**src/rtl/cfilt_pkg.sv**
```systemverilog
package cfilt_pkg;

  // Default number of CORDIC micro-rotations and the size of the arctangent table.
  localparam int CORDIC_STEPS_DEF = 16;
  localparam int ATAN_LEN         = 24;

  // Field and datapath widths.
  localparam int IN_W    = 16;  // raw sensor sample
  localparam int OUT_W   = 17;  // output angle, 1/256 degree
  localparam int ANG_W   = 32;  // kept angle, 2^-16 degree
  localparam int WGT_W   = 16;  // blend weights
  localparam int SCL_W   = 20;  // gyro step scale
  localparam int CDC_W   = 27;  // CORDIC x/y datapath
  localparam int ZW      = 26;  // CORDIC angle accumulator
  localparam int STEP_IW = $clog2(ATAN_LEN + 1);
  localparam int ATAN_W  = 22;

  // Quarter turn in 2^-16 degree.
  localparam logic signed [ZW-1:0] DEG90 = ZW'(5898240);

  // Configuration register indexes.
  localparam logic [1:0] CFG_RATE_WT    = 2'd0;
  localparam logic [1:0] CFG_GRAV_WT    = 2'd1;
  localparam logic [1:0] CFG_STEP_SCALE = 2'd2;

  typedef enum logic [3:0] {
    ST_IDLE,
    ST_LOAD,
    ST_RUN,
    ST_MUL_GYRO,
    ST_SUM,
    ST_MUL_WEIGHT,
    ST_MUL_TILT,
    ST_FINISH,
    ST_OUT
  } state_t;

  typedef enum logic [1:0] {
    MUL_GYRO,
    MUL_WEIGHT,
    MUL_TILT
  } mul_sel_t;

  typedef struct packed {
    logic     cordic_load;
    logic     cordic_step;
    logic     mul_en;
    mul_sel_t mul_sel;
    logic     sum_en;
    logic     acc_en;
    logic     finish_en;
    logic     axis;
    logic     out_load;
  } ctrl_t;

  // atan(2^-i) in units of 2^-16 degree, rounded to nearest.
  function automatic logic [ATAN_W-1:0] atan_entry(input logic [STEP_IW-1:0] idx);
    logic [ATAN_W-1:0] v;
    case (idx)
      5'd0:    v = 22'd2949120;
      5'd1:    v = 22'd1740967;
      5'd2:    v = 22'd919879;
      5'd3:    v = 22'd466945;
      5'd4:    v = 22'd234378;
      5'd5:    v = 22'd117304;
      5'd6:    v = 22'd58666;
      5'd7:    v = 22'd29335;
      5'd8:    v = 22'd14668;
      5'd9:    v = 22'd7334;
      5'd10:   v = 22'd3667;
      5'd11:   v = 22'd1833;
      5'd12:   v = 22'd917;
      5'd13:   v = 22'd458;
      5'd14:   v = 22'd229;
      5'd15:   v = 22'd115;
      5'd16:   v = 22'd57;
      5'd17:   v = 22'd29;
      5'd18:   v = 22'd14;
      5'd19:   v = 22'd7;
      5'd20:   v = 22'd4;
      5'd21:   v = 22'd2;
      5'd22:   v = 22'd1;
      default: v = 22'd0;
    endcase
    return v;
  endfunction

endpackage

```
**src/rtl/cfilt_cordic.sv**
```systemverilog
module cfilt_cordic import cfilt_pkg::*; #(
  parameter int CORDIC_STEPS = CORDIC_STEPS_DEF
) (
  input  logic                   clk,
  input  logic                   rst_n,
  input  logic                   load,
  input  logic                   step,
  input  logic signed [IN_W-1:0] y_in,
  input  logic signed [IN_W-1:0] x_in,
  output logic signed [ZW-1:0]   z,
  output logic                   done
);

  localparam int STEPS_EFF = (CORDIC_STEPS > ATAN_LEN) ? ATAN_LEN : CORDIC_STEPS;
  localparam logic [STEP_IW-1:0] LAST_STEP = STEP_IW'(STEPS_EFF);

  logic signed [CDC_W-1:0] x_r, x_nxt, y_r, y_nxt;
  logic signed [ZW-1:0]    z_r, z_nxt;
  logic [STEP_IW-1:0]      i_r, i_nxt;
  logic                    zero_r, zero_nxt;
  logic signed [CDC_W-1:0] xs, ys, dx, dy;
  logic signed [ZW-1:0]    at;

  always_comb begin
    xs = {{(CDC_W-IN_W-8){x_in[IN_W-1]}}, x_in, 8'h00};
    ys = {{(CDC_W-IN_W-8){y_in[IN_W-1]}}, y_in, 8'h00};
    dx = y_r >>> i_r;
    dy = x_r >>> i_r;
    at = signed'(ZW'(atan_entry(i_r)));
    x_nxt    = x_r;
    y_nxt    = y_r;
    z_nxt    = z_r;
    i_nxt    = i_r;
    zero_nxt = zero_r;
    if (load) begin
      zero_nxt = (x_in == '0) && (y_in == '0);
      i_nxt    = '0;
      // A vector in the left half plane is first turned by a quarter turn.
      if (xs < 0) begin
        if (ys >= 0) begin
          x_nxt = ys;
          y_nxt = -xs;
          z_nxt = DEG90;
        end else begin
          x_nxt = -ys;
          y_nxt = xs;
          z_nxt = -DEG90;
        end
      end else begin
        x_nxt = xs;
        y_nxt = ys;
        z_nxt = '0;
      end
    end else if (step) begin
      i_nxt = i_r + 1'b1;
      if (y_r > 0) begin
        x_nxt = x_r + dx;
        y_nxt = y_r - dy;
        z_nxt = z_r + at;
      end else begin
        x_nxt = x_r - dx;
        y_nxt = y_r + dy;
        z_nxt = z_r - at;
      end
    end
  end

  always_ff @(posedge clk) begin
    if (!rst_n) begin
      i_r    <= '0;
      zero_r <= 1'b0;
    end else begin
      i_r    <= i_nxt;
      zero_r <= zero_nxt;
    end
    x_r <= x_nxt;
    y_r <= y_nxt;
    z_r <= z_nxt;
  end

  assign done = (i_r == LAST_STEP);
  assign z    = zero_r ? '0 : z_r;

  a_no_step_past_end: assert property (@(posedge clk) disable iff (!rst_n)
    step |-> !done)
    else $error("CORDIC stepped past its last iteration");

endmodule

```
**src/rtl/cfilt_blend.sv**
```systemverilog
module cfilt_blend import cfilt_pkg::*; (
  input  logic                    clk,
  input  ctrl_t                   ctl,
  input  logic signed [IN_W-1:0]  gyro,
  input  logic signed [ZW-1:0]    tilt,
  input  logic signed [ANG_W-1:0] angle,
  input  logic [WGT_W-1:0]        rate_wt,
  input  logic [WGT_W-1:0]        grav_wt,
  input  logic [SCL_W-1:0]        step_scale,
  output logic signed [ANG_W-1:0] result
);

  localparam int MA_W  = 34;
  localparam int MB_W  = SCL_W + 1;
  localparam int P_W   = MA_W + MB_W;
  localparam int SUM_W = 50;
  localparam int ACC_W = P_W + 1;

  localparam logic signed [SUM_W-1:0] HALF_S = SUM_W'(32768);
  localparam logic signed [ACC_W-1:0] HALF_A = ACC_W'(32768);
  localparam logic signed [ACC_W-1:0] MAX32  = ACC_W'(64'sd2147483647);
  localparam logic signed [ACC_W-1:0] MIN32  = ACC_W'(-64'sd2147483648);

  logic signed [MA_W-1:0]  ma, s16_r, s16_nxt;
  logic signed [MB_W-1:0]  mb;
  logic signed [P_W-1:0]   prod_r, acc_r;
  logic signed [SUM_W-1:0] s;
  logic signed [ACC_W-1:0] tot, r;

  always_comb begin
    case (ctl.mul_sel)
      MUL_GYRO: begin
        ma = MA_W'(gyro);
        mb = signed'({1'b0, step_scale});
      end
      MUL_WEIGHT: begin
        ma = s16_r;
        mb = signed'(MB_W'(rate_wt));
      end
      MUL_TILT: begin
        ma = MA_W'(tilt);
        mb = signed'(MB_W'(grav_wt));
      end
      default: begin
        ma = '0;
        mb = '0;
      end
    endcase
  end

  // Gyro-integrated angle, rounded from 2^-32 to 2^-16 degree.
  always_comb begin
    s       = (SUM_W'(angle) <<< 16) + SUM_W'(prod_r);
    s16_nxt = MA_W'((s + HALF_S) >>> 16);
  end

  always_ff @(posedge clk) begin
    if (ctl.mul_en) prod_r <= ma * mb;
    if (ctl.sum_en) s16_r <= s16_nxt;
    if (ctl.acc_en) acc_r <= prod_r;
  end

  always_comb begin
    tot = ACC_W'(acc_r) + ACC_W'(prod_r) + HALF_A;
    r   = tot >>> 16;
    if (r > MAX32) begin
      result = ANG_W'(MAX32);
    end else if (r < MIN32) begin
      result = ANG_W'(MIN32);
    end else begin
      result = r[ANG_W-1:0];
    end
  end

endmodule

```
**src/rtl/cfilt_ctrl.sv**
```systemverilog
module cfilt_ctrl import cfilt_pkg::*; (
  input  logic  clk,
  input  logic  rst_n,
  input  logic  in_valid,
  input  logic  out_valid,
  input  logic  out_ready,
  input  logic  cordic_done,
  output logic  in_ready,
  output ctrl_t ctl
);

  state_t state_r, state_nxt;
  logic   axis_r, axis_nxt;

  always_comb begin
    state_nxt = state_r;
    axis_nxt  = axis_r;
    case (state_r)
      ST_IDLE: begin
        if (in_valid) begin
          state_nxt = ST_LOAD;
          axis_nxt  = 1'b0;
        end
      end
      ST_LOAD:       state_nxt = ST_RUN;
      ST_RUN:        if (cordic_done) state_nxt = ST_MUL_GYRO;
      ST_MUL_GYRO:   state_nxt = ST_SUM;
      ST_SUM:        state_nxt = ST_MUL_WEIGHT;
      ST_MUL_WEIGHT: state_nxt = ST_MUL_TILT;
      ST_MUL_TILT:   state_nxt = ST_FINISH;
      ST_FINISH: begin
        if (!axis_r) begin
          state_nxt = ST_LOAD;
          axis_nxt  = 1'b1;
        end else begin
          state_nxt = ST_OUT;
        end
      end
      ST_OUT:        if (!out_valid || out_ready) state_nxt = ST_IDLE;
      default:       state_nxt = ST_IDLE;
    endcase
  end

  always_comb begin
    ctl          = '0;
    ctl.mul_sel  = MUL_GYRO;
    ctl.axis     = axis_r;
    in_ready     = 1'b0;
    case (state_r)
      ST_IDLE:       in_ready = 1'b1;
      ST_LOAD:       ctl.cordic_load = 1'b1;
      ST_RUN:        ctl.cordic_step = !cordic_done;
      ST_MUL_GYRO: begin
        ctl.mul_en  = 1'b1;
        ctl.mul_sel = MUL_GYRO;
      end
      ST_SUM:        ctl.sum_en = 1'b1;
      ST_MUL_WEIGHT: begin
        ctl.mul_en  = 1'b1;
        ctl.mul_sel = MUL_WEIGHT;
      end
      ST_MUL_TILT: begin
        ctl.acc_en  = 1'b1;
        ctl.mul_en  = 1'b1;
        ctl.mul_sel = MUL_TILT;
      end
      ST_FINISH:     ctl.finish_en = 1'b1;
      ST_OUT:        ctl.out_load = !out_valid || out_ready;
      default:       in_ready = 1'b0;
    endcase
  end

  always_ff @(posedge clk) begin
    if (!rst_n) begin
      state_r <= ST_IDLE;
      axis_r  <= 1'b0;
    end else begin
      state_r <= state_nxt;
      axis_r  <= axis_nxt;
    end
  end

endmodule

```
**src/rtl/tilt_complementary_filter.sv**
```systemverilog
// Channel  Direction  Handshake                Payload
// in_      input      in_valid / in_ready      accel_x, accel_y, accel_z, gyro_x, gyro_y
// out_     output     out_valid / out_ready    angle_x, angle_y (1/256 degree)
// cfg_     input      cfg_valid / cfg_ready    cfg_index, cfg_data
//
// Each axis runs a load, the rotations, a check for the end of the run and five
// multiply and sum steps. With the idle and output steps, one sample runs through
// both axes in turn, X first and then Y, before its result is loaded into the
// output register.
// A new sample is taken only when idle; if the previous result is still waiting in the
// output register, the block holds in its output step until that result is transferred.
// Reset is synchronous and active low; it restores the register defaults and clears both
// kept angles. Configuration writes are always taken.
module tilt_complementary_filter import cfilt_pkg::*; #(
  parameter int CORDIC_STEPS = CORDIC_STEPS_DEF
) (
  input  logic                    clk,
  input  logic                    rst_n,
  input  logic                    in_valid,
  output logic                    in_ready,
  input  logic signed [IN_W-1:0]  in_accel_x,
  input  logic signed [IN_W-1:0]  in_accel_y,
  input  logic signed [IN_W-1:0]  in_accel_z,
  input  logic signed [IN_W-1:0]  in_gyro_x,
  input  logic signed [IN_W-1:0]  in_gyro_y,
  output logic                    out_valid,
  input  logic                    out_ready,
  output logic signed [OUT_W-1:0] out_angle_x,
  output logic signed [OUT_W-1:0] out_angle_y,
  input  logic                    cfg_valid,
  output logic                    cfg_ready,
  input  logic [1:0]              cfg_index,
  input  logic [SCL_W-1:0]        cfg_data
);

  ctrl_t ctl;

  // Captured sample. It is held for the whole computation because the
  // source is free to change its payload after the transfer.
  logic signed [IN_W-1:0] ax_r, ay_r, az_r, gx_r, gy_r;

  // Configuration registers.
  logic [WGT_W-1:0] rate_wt_r, grav_wt_r;
  logic [SCL_W-1:0] step_scale_r;

  // Kept filter angles in 2^-16 degree.
  logic signed [ANG_W-1:0] tilt_x_r, tilt_y_r;

  logic signed [OUT_W-1:0] angle_x_r, angle_y_r;
  logic                    out_valid_r;

  logic signed [ZW-1:0]    tilt;
  logic                    cordic_done;
  logic signed [ANG_W-1:0] blend_result;
  logic signed [IN_W-1:0]  gyro_sel, accel_sel;
  logic signed [ANG_W-1:0] angle_sel;
  logic                    in_xfer, out_xfer;

  assign in_xfer   = in_valid && in_ready;
  assign out_xfer  = out_valid_r && out_ready;
  assign cfg_ready = 1'b1;

  // The axis bit picks which accelerometer component is measured against Z
  // and which gyro rate and kept angle go into the blend.
  assign accel_sel = ctl.axis ? ay_r : ax_r;
  assign gyro_sel  = ctl.axis ? gy_r : gx_r;
  assign angle_sel = ctl.axis ? tilt_y_r : tilt_x_r;

  cfilt_ctrl u_ctrl (
    .clk         (clk),
    .rst_n       (rst_n),
    .in_valid    (in_valid),
    .out_valid   (out_valid_r),
    .out_ready   (out_ready),
    .cordic_done (cordic_done),
    .in_ready    (in_ready),
    .ctl         (ctl)
  );

  cfilt_cordic #(
    .CORDIC_STEPS (CORDIC_STEPS)
  ) u_cordic (
    .clk   (clk),
    .rst_n (rst_n),
    .load  (ctl.cordic_load),
    .step  (ctl.cordic_step),
    .y_in  (accel_sel),
    .x_in  (az_r),
    .z     (tilt),
    .done  (cordic_done)
  );

  cfilt_blend u_blend (
    .clk        (clk),
    .ctl        (ctl),
    .gyro       (gyro_sel),
    .tilt       (tilt),
    .angle      (angle_sel),
    .rate_wt    (rate_wt_r),
    .grav_wt    (grav_wt_r),
    .step_scale (step_scale_r),
    .result     (blend_result)
  );

  // Output scaling: drop eight fraction bits rounding toward minus infinity,
  // then clamp to the 17-bit output range.
  function automatic logic signed [OUT_W-1:0] out_scale(input logic signed [ANG_W-1:0] a);
    logic signed [ANG_W-1:0] t;
    logic signed [OUT_W-1:0] v;
    t = a >>> 8;
    if (t > ANG_W'(65535)) begin
      v = OUT_W'(65535);
    end else if (t < -ANG_W'(65536)) begin
      v = OUT_W'(-65536);
    end else begin
      v = t[OUT_W-1:0];
    end
    return v;
  endfunction

  always_ff @(posedge clk) begin
    if (in_xfer) begin
      ax_r <= in_accel_x;
      ay_r <= in_accel_y;
      az_r <= in_accel_z;
      gx_r <= in_gyro_x;
      gy_r <= in_gyro_y;
    end
    if (ctl.out_load) begin
      angle_x_r <= out_scale(tilt_x_r);
      angle_y_r <= out_scale(tilt_y_r);
    end
  end

  always_ff @(posedge clk) begin
    if (!rst_n) begin
      rate_wt_r    <= WGT_W'(64225);
      grav_wt_r    <= WGT_W'(1311);
      step_scale_r <= SCL_W'(32786);
      tilt_x_r     <= '0;
      tilt_y_r     <= '0;
      out_valid_r  <= 1'b0;
    end else begin
      // Writes to an index beyond the register list are dropped.
      if (cfg_valid && cfg_ready) begin
        case (cfg_index)
          CFG_RATE_WT:    rate_wt_r    <= cfg_data[WGT_W-1:0];
          CFG_GRAV_WT:    grav_wt_r    <= cfg_data[WGT_W-1:0];
          CFG_STEP_SCALE: step_scale_r <= cfg_data;
          default:        step_scale_r <= step_scale_r;
        endcase
      end
      if (ctl.finish_en) begin
        if (ctl.axis) begin
          tilt_y_r <= blend_result;
        end else begin
          tilt_x_r <= blend_result;
        end
      end
      if (ctl.out_load) begin
        out_valid_r <= 1'b1;
      end else if (out_xfer) begin
        out_valid_r <= 1'b0;
      end
    end
  end

  assign out_valid   = out_valid_r;
  assign out_angle_x = angle_x_r;
  assign out_angle_y = angle_y_r;

  a_busy_after_accept: assert property (@(posedge clk) disable iff (!rst_n)
    in_xfer |=> !in_ready)
    else $error("input taken again right after a transfer");

  a_tilt_x_hold: assert property (@(posedge clk) disable iff (!rst_n)
    (rst_n && !(ctl.finish_en && !ctl.axis)) |=> $stable(tilt_x_r))
    else $error("X angle changed outside its update step");

  a_tilt_y_hold: assert property (@(posedge clk) disable iff (!rst_n)
    (rst_n && !(ctl.finish_en && ctl.axis)) |=> $stable(tilt_y_r))
    else $error("Y angle changed outside its update step");

  a_load_sets_valid: assert property (@(posedge clk) disable iff (!rst_n)
    ctl.out_load |=> out_valid_r)
    else $error("result load did not raise out_valid");

endmodule

```
**config.mk**
```make
export PLATFORM = sky130hd
export DESIGN_NAME = tilt_complementary_filter
export DESIGN_NICKNAME = d
export VERILOG_FILES = /design/src/rtl/cfilt_pkg.sv /design/src/rtl/cfilt_cordic.sv /design/src/rtl/cfilt_blend.sv /design/src/rtl/cfilt_ctrl.sv /design/src/rtl/tilt_complementary_filter.sv
export SDC_FILE = /design/constraint.sdc
export NUM_CORES = 2
export LEC_CHECK = 0
export BUFFER_PORTS_ARGS = -buffer_cell sky130_fd_sc_hd__buf_2
export CORE_UTILIZATION = 25
export DETAILED_ROUTE_END_ITERATION = 12
export SLEW_MARGIN = 20
export SYNTH_ARGS = -nofsm -noshare
export SYNTH_HDL_FRONTEND = slang
export SYNTH_SLANG_ARGS = --single-unit
```
**constraint.sdc**
```tcl
create_clock -name clk -period 30.1 [get_ports clk]
set_clock_uncertainty 0.2 [all_clocks]
set_input_delay 3.01 -clock clk [delete_from_list [all_inputs] [get_ports clk]]
set_output_delay 3.01 -clock clk [all_outputs]
set_load 0.02 [all_outputs]
```
# [After elaboration in Yosys (flattened, before gate mapping)]
# Memory sizes are Yosys's and may differ from the RTL's. A register that Yosys moved wholly into a read port is not among the register bits.
# Index checks and enable logic that the tools add are counted.
[op_classes] n_div=0 shifts=2 n_reduce_logical=22 n_lt_le_gt_ge=9 muxes=44 n_mul=1 bitwise=2 addsub=13 eq_ne=16
[op_table] cell="$mux 27" count=10
[op_table] cell="$mux 26" count=6
[op_table] cell="$pmux 34 s3" count=1
[op_table] cell="$mux 32" count=3
[op_table] cell="$pmux 20 s3" count=1
[op_table] cell="$add 55x55->56" count=1
[op_table] cell="$add 56x17->56 const B" count=1
[op_table] cell="$mul 34x21->55" count=1
[op_table] cell="$add 27x27->27" count=2
[op_table] cell="$neg 24->27" count=2
[op_table] cell="$sshr 27x5->27" count=2
[op_table] cell="$sub 27x27->27" count=2
[op_table] cell="$add 48x50->50" count=1
[op_table] cell="$add 50x17->50 const B" count=1
[op_table] cell="$gt 24x17->1 const B" count=2
[op_table] cell="$lt 24x17->1 const B" count=2
[op_table] cell="$gt 40x32->1 const B" count=1
[op_table] cell="$lt 40x32->1 const B" count=1
[op_table] cell="$pmux 4 s9" count=1
[op_table] cell="$mux 17" count=2
[op_table] cell="$logic_not 16->1" count=2
[op_table] cell="$mux 16" count=2
[op_table] cell="$gt 27x1->1 const B" count=1
[op_table] cell="$add 26x23->26" count=1
[op_table] cell="28 further kinds" count=60
[word_totals] wordCells=133 ram_bits=0 latchBits=0 regBits=466 out_inout_bits=37 romBits=704 inputBits=107 mem_count=1
[memory_table] name="(name not given)" depth=32 word_bits=22 rd=1 rd_clocked_by_memory_dff=1 wr=0 line="cfilt_pkg.sv:59" source="case (idx)"

# [Longest topological paths before layout]
[depth] word_depth=5 mapped_depth=35 ltp_nobuf=32

# [Hierarchy]
# Synthesis repeated with hierarchy kept, for this count alone.
[hier_totals] cells_unflattened=6519 area_unflattened_um2=58970.3
[modules_own_cells] mod="cfilt_blend" n_inst=1 cells_each=3968 area_each_um2=35277.6 seq_area_each_um2=4324.1
[modules_own_cells] mod="cfilt_cordic" n_inst=1 cells_each=1677 area_each_um2=14010.9 seq_area_each_um2=2962.8
[modules_own_cells] mod="tilt_complementary_filter" n_inst=1 cells_each=826 area_each_um2=9302.7 seq_area_each_um2=5765.5
[modules_own_cells] mod="cfilt_ctrl" n_inst=1 cells_each=48 area_each_um2=379.1 seq_area_each_um2=100.1

# [Least setup slack after synthesis]
# OpenSTA, ideal clock, no wires.
[synth_path] path_type="register -> register" from="reg u_ctrl.axis_r" to="reg u_blend.prod_r[51] (data pin)" setup_ps=266 stages_incl_launch_ff=34 synth_period_minus_slack_ps=9611 arrival_time_ps=9145 n_path_buf=4 t_required_ps=29634 setup_slack_ps=20489 cell_sequence="dfxtp_1 -> clkbuf_1 -> buf_1 -> buf_1 -> buf_1 -> mux2i_1 -> nor2_1 -> a221oi_1 -> nor2_1 -> fa_1 -> inv_1 -> fa_1 -> inv_1 -> fa_1 -> inv_1 -> fa_1 -> inv_1 -> fa_1 -> fa_1 -> inv_1 -> fa_1 -> inv_1 -> ha_1 -> and2_1 -> a221oi_1 -> a211oi_1 -> a311o_1 -> a21oi_1 -> a211oi_1 -> a31oi_1 -> o21ai_0 -> a2111oi_0 -> nor3_1 -> xor2_1"
[synth_via] elab_chain_cells=3
[synth_lines] item="from (decl)" line="cfilt_ctrl.sv:13" source="logic axis_r, axis_nxt;"
[synth_lines] item="from (signal assigned)" line="cfilt_ctrl.sv:79" source="axis_r <= axis_nxt;"
[synth_lines] item="$mux 16" line="tilt_complementary_filter.sv:66" source="assign gyro_sel = ctl.axis ? gy_r : gx_r;"
[synth_lines] item="$pmux 34 s3" line="cfilt_blend.sv:31" source="case (ctl.mul_sel)"
[synth_lines] item="$mul 34x21->55" line="cfilt_blend.sv:58" source="if (ctl.mul_en) prod_r <= ma * mb;"
[synth_lines] item="to (signal assigned)" line="cfilt_blend.sv:58"
[synth_lines] item="to (decl)" line="cfilt_blend.sv:26" source="logic signed [P_W-1:0] prod_r, acc_r;"
# Every way passes these cells.
# A chain may end at the register's enable or synchronous reset.

# [Worst setup path after layout]
[layout_path] from="reg u_ctrl.state_r[0]" to="reg u_blend.prod_r[54] (data pin)"
[layout_via] elab_chain_cells=5 word_cells_on_any_way=10 classes_between="1 x mul; 5 x eq/ne; 3 x mux; 1 x reduce/logical"
[layout_lines] item="from (decl)" line="cfilt_ctrl.sv:12" source="state_t state_r, state_nxt;"
[layout_lines] item="from (signal assigned)" line="cfilt_ctrl.sv:78" source="state_r <= state_nxt;"
[layout_lines] item="$eq 4x3->1 / $eq 4x2->1 (equally long branches)" line="cfilt_ctrl.sv:49" source="case (state_r)"
[layout_lines] item="$pmux 3 s3 (*)" line="cfilt_ctrl.sv:49"
[layout_lines] item="$eq 2x2->1, or another cell as far along" line="cfilt_blend.sv:31"
[layout_lines] item="$pmux 34 s3 / $pmux 20 s3 (equally long branches)" line="cfilt_blend.sv:31"
[layout_lines] item="$mul 34x21->55 (*)" line="cfilt_blend.sv:58"
# Every way passes the cells marked *; elsewhere a longest branch is shown, timed or not.

==> results.toml <==
[setup_path]
r2r_end = "u_blend.prod_r[54]$_DFFE_PP_"
crit_slowest_cell = "a21oi_1"
start_kind = "register"
slowest_delay_ns = 0.82
arrival_ns = 11.19
rrSetupSlack_ns = 19.15
cp.required_ns = 30.33
reg2reg_depth = 29
critPathKind = "reg -> reg"
crit_buf_inv = 6
rr_startpoint = "u_ctrl.state_r[0]$_SDFFE_PN0P_"
crit_path_max_fanout = 18
cp_common_cell = "fa_1"
worstSetupEndpointType = "register"
critical_path.top_delay_family = "adder cells"

[min_path]
hold_path_depth = 0
worst_hold_path.endpoint = "u_blend.acc_r[7]$_DFFE_PP_"
hp-start = "u_blend.prod_r[7]$_DFFE_PP_"
hold_path_class = "reg -> reg"

[cts]
cts_buffers = 61
cts.htree.levels = 2
cts.sinks = 488
ctsHoldBuffers = 0
clk_pin_slew_worst_paths_ns = 0.06
cts_resized = 0
tritoncts = "yes"
postCtsSetupBuffers = 0
cts_root_buffer = "clkbuf_16"
clk_latency_ns = 0.73
cts.path.max_buffers = 3

[detailed_routing]
drt_iter0_markers = 3765
ant_nets = 0
wl_per_cell_um = 19.7
vias = 44200
via_per_inst = 4.87
wirelength_mm = 179
route.detailed.drc = 0
drt_pass1_iterations = 6

[die]
io_pins = 144
dieWidth_um = 475
fp.dieH_um = 475
rows = 173
start_util = 0.252
die_area_sq_um = 226000
coreArea_sq_um = 222000

[synthesis]
ys_ff_latch = 488
synth-edff-count = 338
avgSynthCellArea_sq_um = 9.28
ys_async_sr_fraction = 0
synth-seq-area-share = 0.235
synth_area_sq_um = 55900
netlist_instances = 6027
yosys_warnings = 0
synth_cell_type_count = 93
synth_flop_cell = "edfxtp_1"
synth_nets = 7179

[placed_design]
placed_area_sq_um = 60100
routabilityCongestion = 0.951
port_buffers = 142
hpwl_mm = 144

[timing]
period_share = 0.364
setup_tns_ns = 0
period_needed_ns = 10.95
setup_viol = 0
finalMaxSlewViolations = 0
tightest_slew_ns = 1.11
max-slew-margin-rel = 0.261
whs_ns = 0.258
max_freq_mhz = 91.3
rsz0062_at_grt = "no"
hold_viol_final = 0

[power_and_ir_drop]
powerDensity_nw_per_um2 = 117
leakage_nw = 26.9
p_total_w = 0.00731
ir_worst_vdd_uv = 103

[grt]
grt_overflow = 0
grt_max_degree = 66
antenna_found_initial = 21
grt_pass1_wl_mm = 274
track_usage = 0.158
grt_pass1_vias = 45400

[final_layout]
drive_gt1_frac = 0.0875
nets = 7193
area_delta_synth_final_pct = 11.3
stdcell_area_sq_um = 62300

[status]
status = "finished, final reports clean"

[flow_run]
drv_cap = 0
state kept, by name (all words and copies together) (netlist names), 17 cells and up:
signal          count
u_cordic.at        22
step_scale_r       20
u_blend.acc_r      55
u_blend.prod_r     55
out_angle_x        17
tilt_y_r           32
u_cordic.z_r       26
out_angle_y        17
tilt_x_r           32
u_blend.s16_r      34
u_cordic.y_r       27
u_cordic.x_r       27
layout make-up:
class                   count  area, sq um
inverters                 858         3220
clock inverters            41          465
clock buffers              73         1600
flip-flops and latches    488        13200
well taps                2975         3720
diodes                     10         25.0
repair buffers            228         1360
fillers                 23300       160000
multi-input cells        4404        38700
cell usage in the layout, fill, tap and decap left out, types with 28 or more instances in the layout:
cell type  synthesis  final
nand3_1           93     93
or3_1             28     28
nand4_1           53     53
nor2_1           588    584
clkbuf_16          0     62
a21o_1           117    115
o21ai_0          195    195
nand2b_1          51     50
nor2b_1           45     42
a221oi_1          36     30
nand2_1          715    714
ha_1             370    370
buf_2             22    144
and2_1            33     31
fa_1             675    675
inv_1            854    853
o211ai_1          81     81
dfxtp_1          150    147
buf_4              3     81
a21oi_1          284    272
mux4_2            60     60
mux2i_1           72     71
xnor2_1          167    167
o21a_1            66     66
xor2_1           102    102
o22ai_1           39     39
edfxtp_1         338    338
a21boi_0          43     43
a211oi_1          32     32
nor3_1            70     66
mux2_2            57     57
a31oi_1           30     28
power breakdown:
group / switching [W] / internal, W
Sequential: 0.000161 / 0.00107
Clock: 0.000321 / 0.000450
Combinational: 0.00313 / 0.00217
Total: 0.00361 / 0.00370
cells in the mapped netlist, types with 18 or more instances:
cell / instances / area (sq um)
and2_1: 33 / 206
buf_1: 22 / 82.6
nor2_1: 588 / 2210
a221o_1: 26 / 260
xnor2_1: 167 / 1460
nor3_1: 70 / 350
nand4_1: 53 / 332
nor2b_1: 45 / 282
o21a_1: 66 / 495
or2_2: 18 / 113
edfxtp_1: 338 / 10100
dfxtp_1: 150 / 3000
o21ai_0: 195 / 976
mux4_2: 60 / 1350
inv_1: 854 / 3210
nor4_1: 22 / 138
nand2b_1: 51 / 319
o21bai_1: 22 / 165
xor2_1: 102 / 893
and3_1: 21 / 131
a31oi_1: 30 / 188
mux2_2: 57 / 642
fa_1: 675 / 13500
a21o_1: 117 / 878
nand2_1: 715 / 2680
a21boi_0: 43 / 323
buf_2: 22 / 110
a21oi_1: 284 / 1420
ha_1: 370 / 4630
clkbuf_1: 224 / 841
a221oi_1: 36 / 315
mux2i_1: 72 / 721
or3_1: 28 / 175
o211ai_1: 81 / 608
o22ai_1: 39 / 244
o31ai_1: 28 / 210
nand3_1: 93 / 465
a211oi_1: 32 / 240
worst max path at each step:
| stage | startpoint | endpoint | depth (start not counted) |
|---|---|---|---|
| 2_1_floorplan | u_ctrl.axis_r$_SDFFE_PN0P_ | u_blend.prod_r[51]$_DFFE_PP_ | 33 |
| 3_3_place_gp | u_ctrl.state_r[0]$_SDFFE_PN0P_ | u_blend.prod_r[54]$_DFFE_PP_ | 29 |
| 3_5_place_dp | u_ctrl.state_r[0]$_SDFFE_PN0P_ | u_blend.prod_r[54]$_DFFE_PP_ | 29 |
| 4_1_cts | u_ctrl.state_r[0]$_SDFFE_PN0P_ | u_blend.prod_r[54]$_DFFE_PP_ | 29 |
| 5_1_grt | u_ctrl.state_r[0]$_SDFFE_PN0P_ | u_blend.prod_r[54]$_DFFE_PP_ | 29 |
| 6_report | u_ctrl.state_r[0]$_SDFFE_PN0P_ | u_blend.prod_r[54]$_DFFE_PP_ | 29 |
routing by layer:
layer  global-route usage  wire, um  vias to the layer above
met5                    0        13                        -
met4               0.0874     10400                        2
met3               0.0231     11100                      357
met2                0.264     84700                     1506
met1                0.194     73000                    22100
li1                     -         -                    20300
stage by stage:
step	std cells	utilization	worst slack (ns)
detailed placement	8950	0.270	19.24
floorplan	6027	-	20.49
finish	9077	0.280	19.15
CTS	9064	0.280	19.22
global route	9076	0.280	18.60
global placement	8947	0.270	19.04
logic make-up after synthesis:
kind of cell	count (synthesis)	synth area share
XOR/XNOR	270	0.0425
adder cells (fa/ha/maj)	1045	0.324
other	1	0.0000670
AO/OA/AOI/OAI	1106	0.130
buffers and inverters	1135	0.0775
flip-flops	488	0.235
multiplexers	192	0.0499
AND/OR/NAND/NOR	1790	0.140
(Power assumes the default switching activity.)
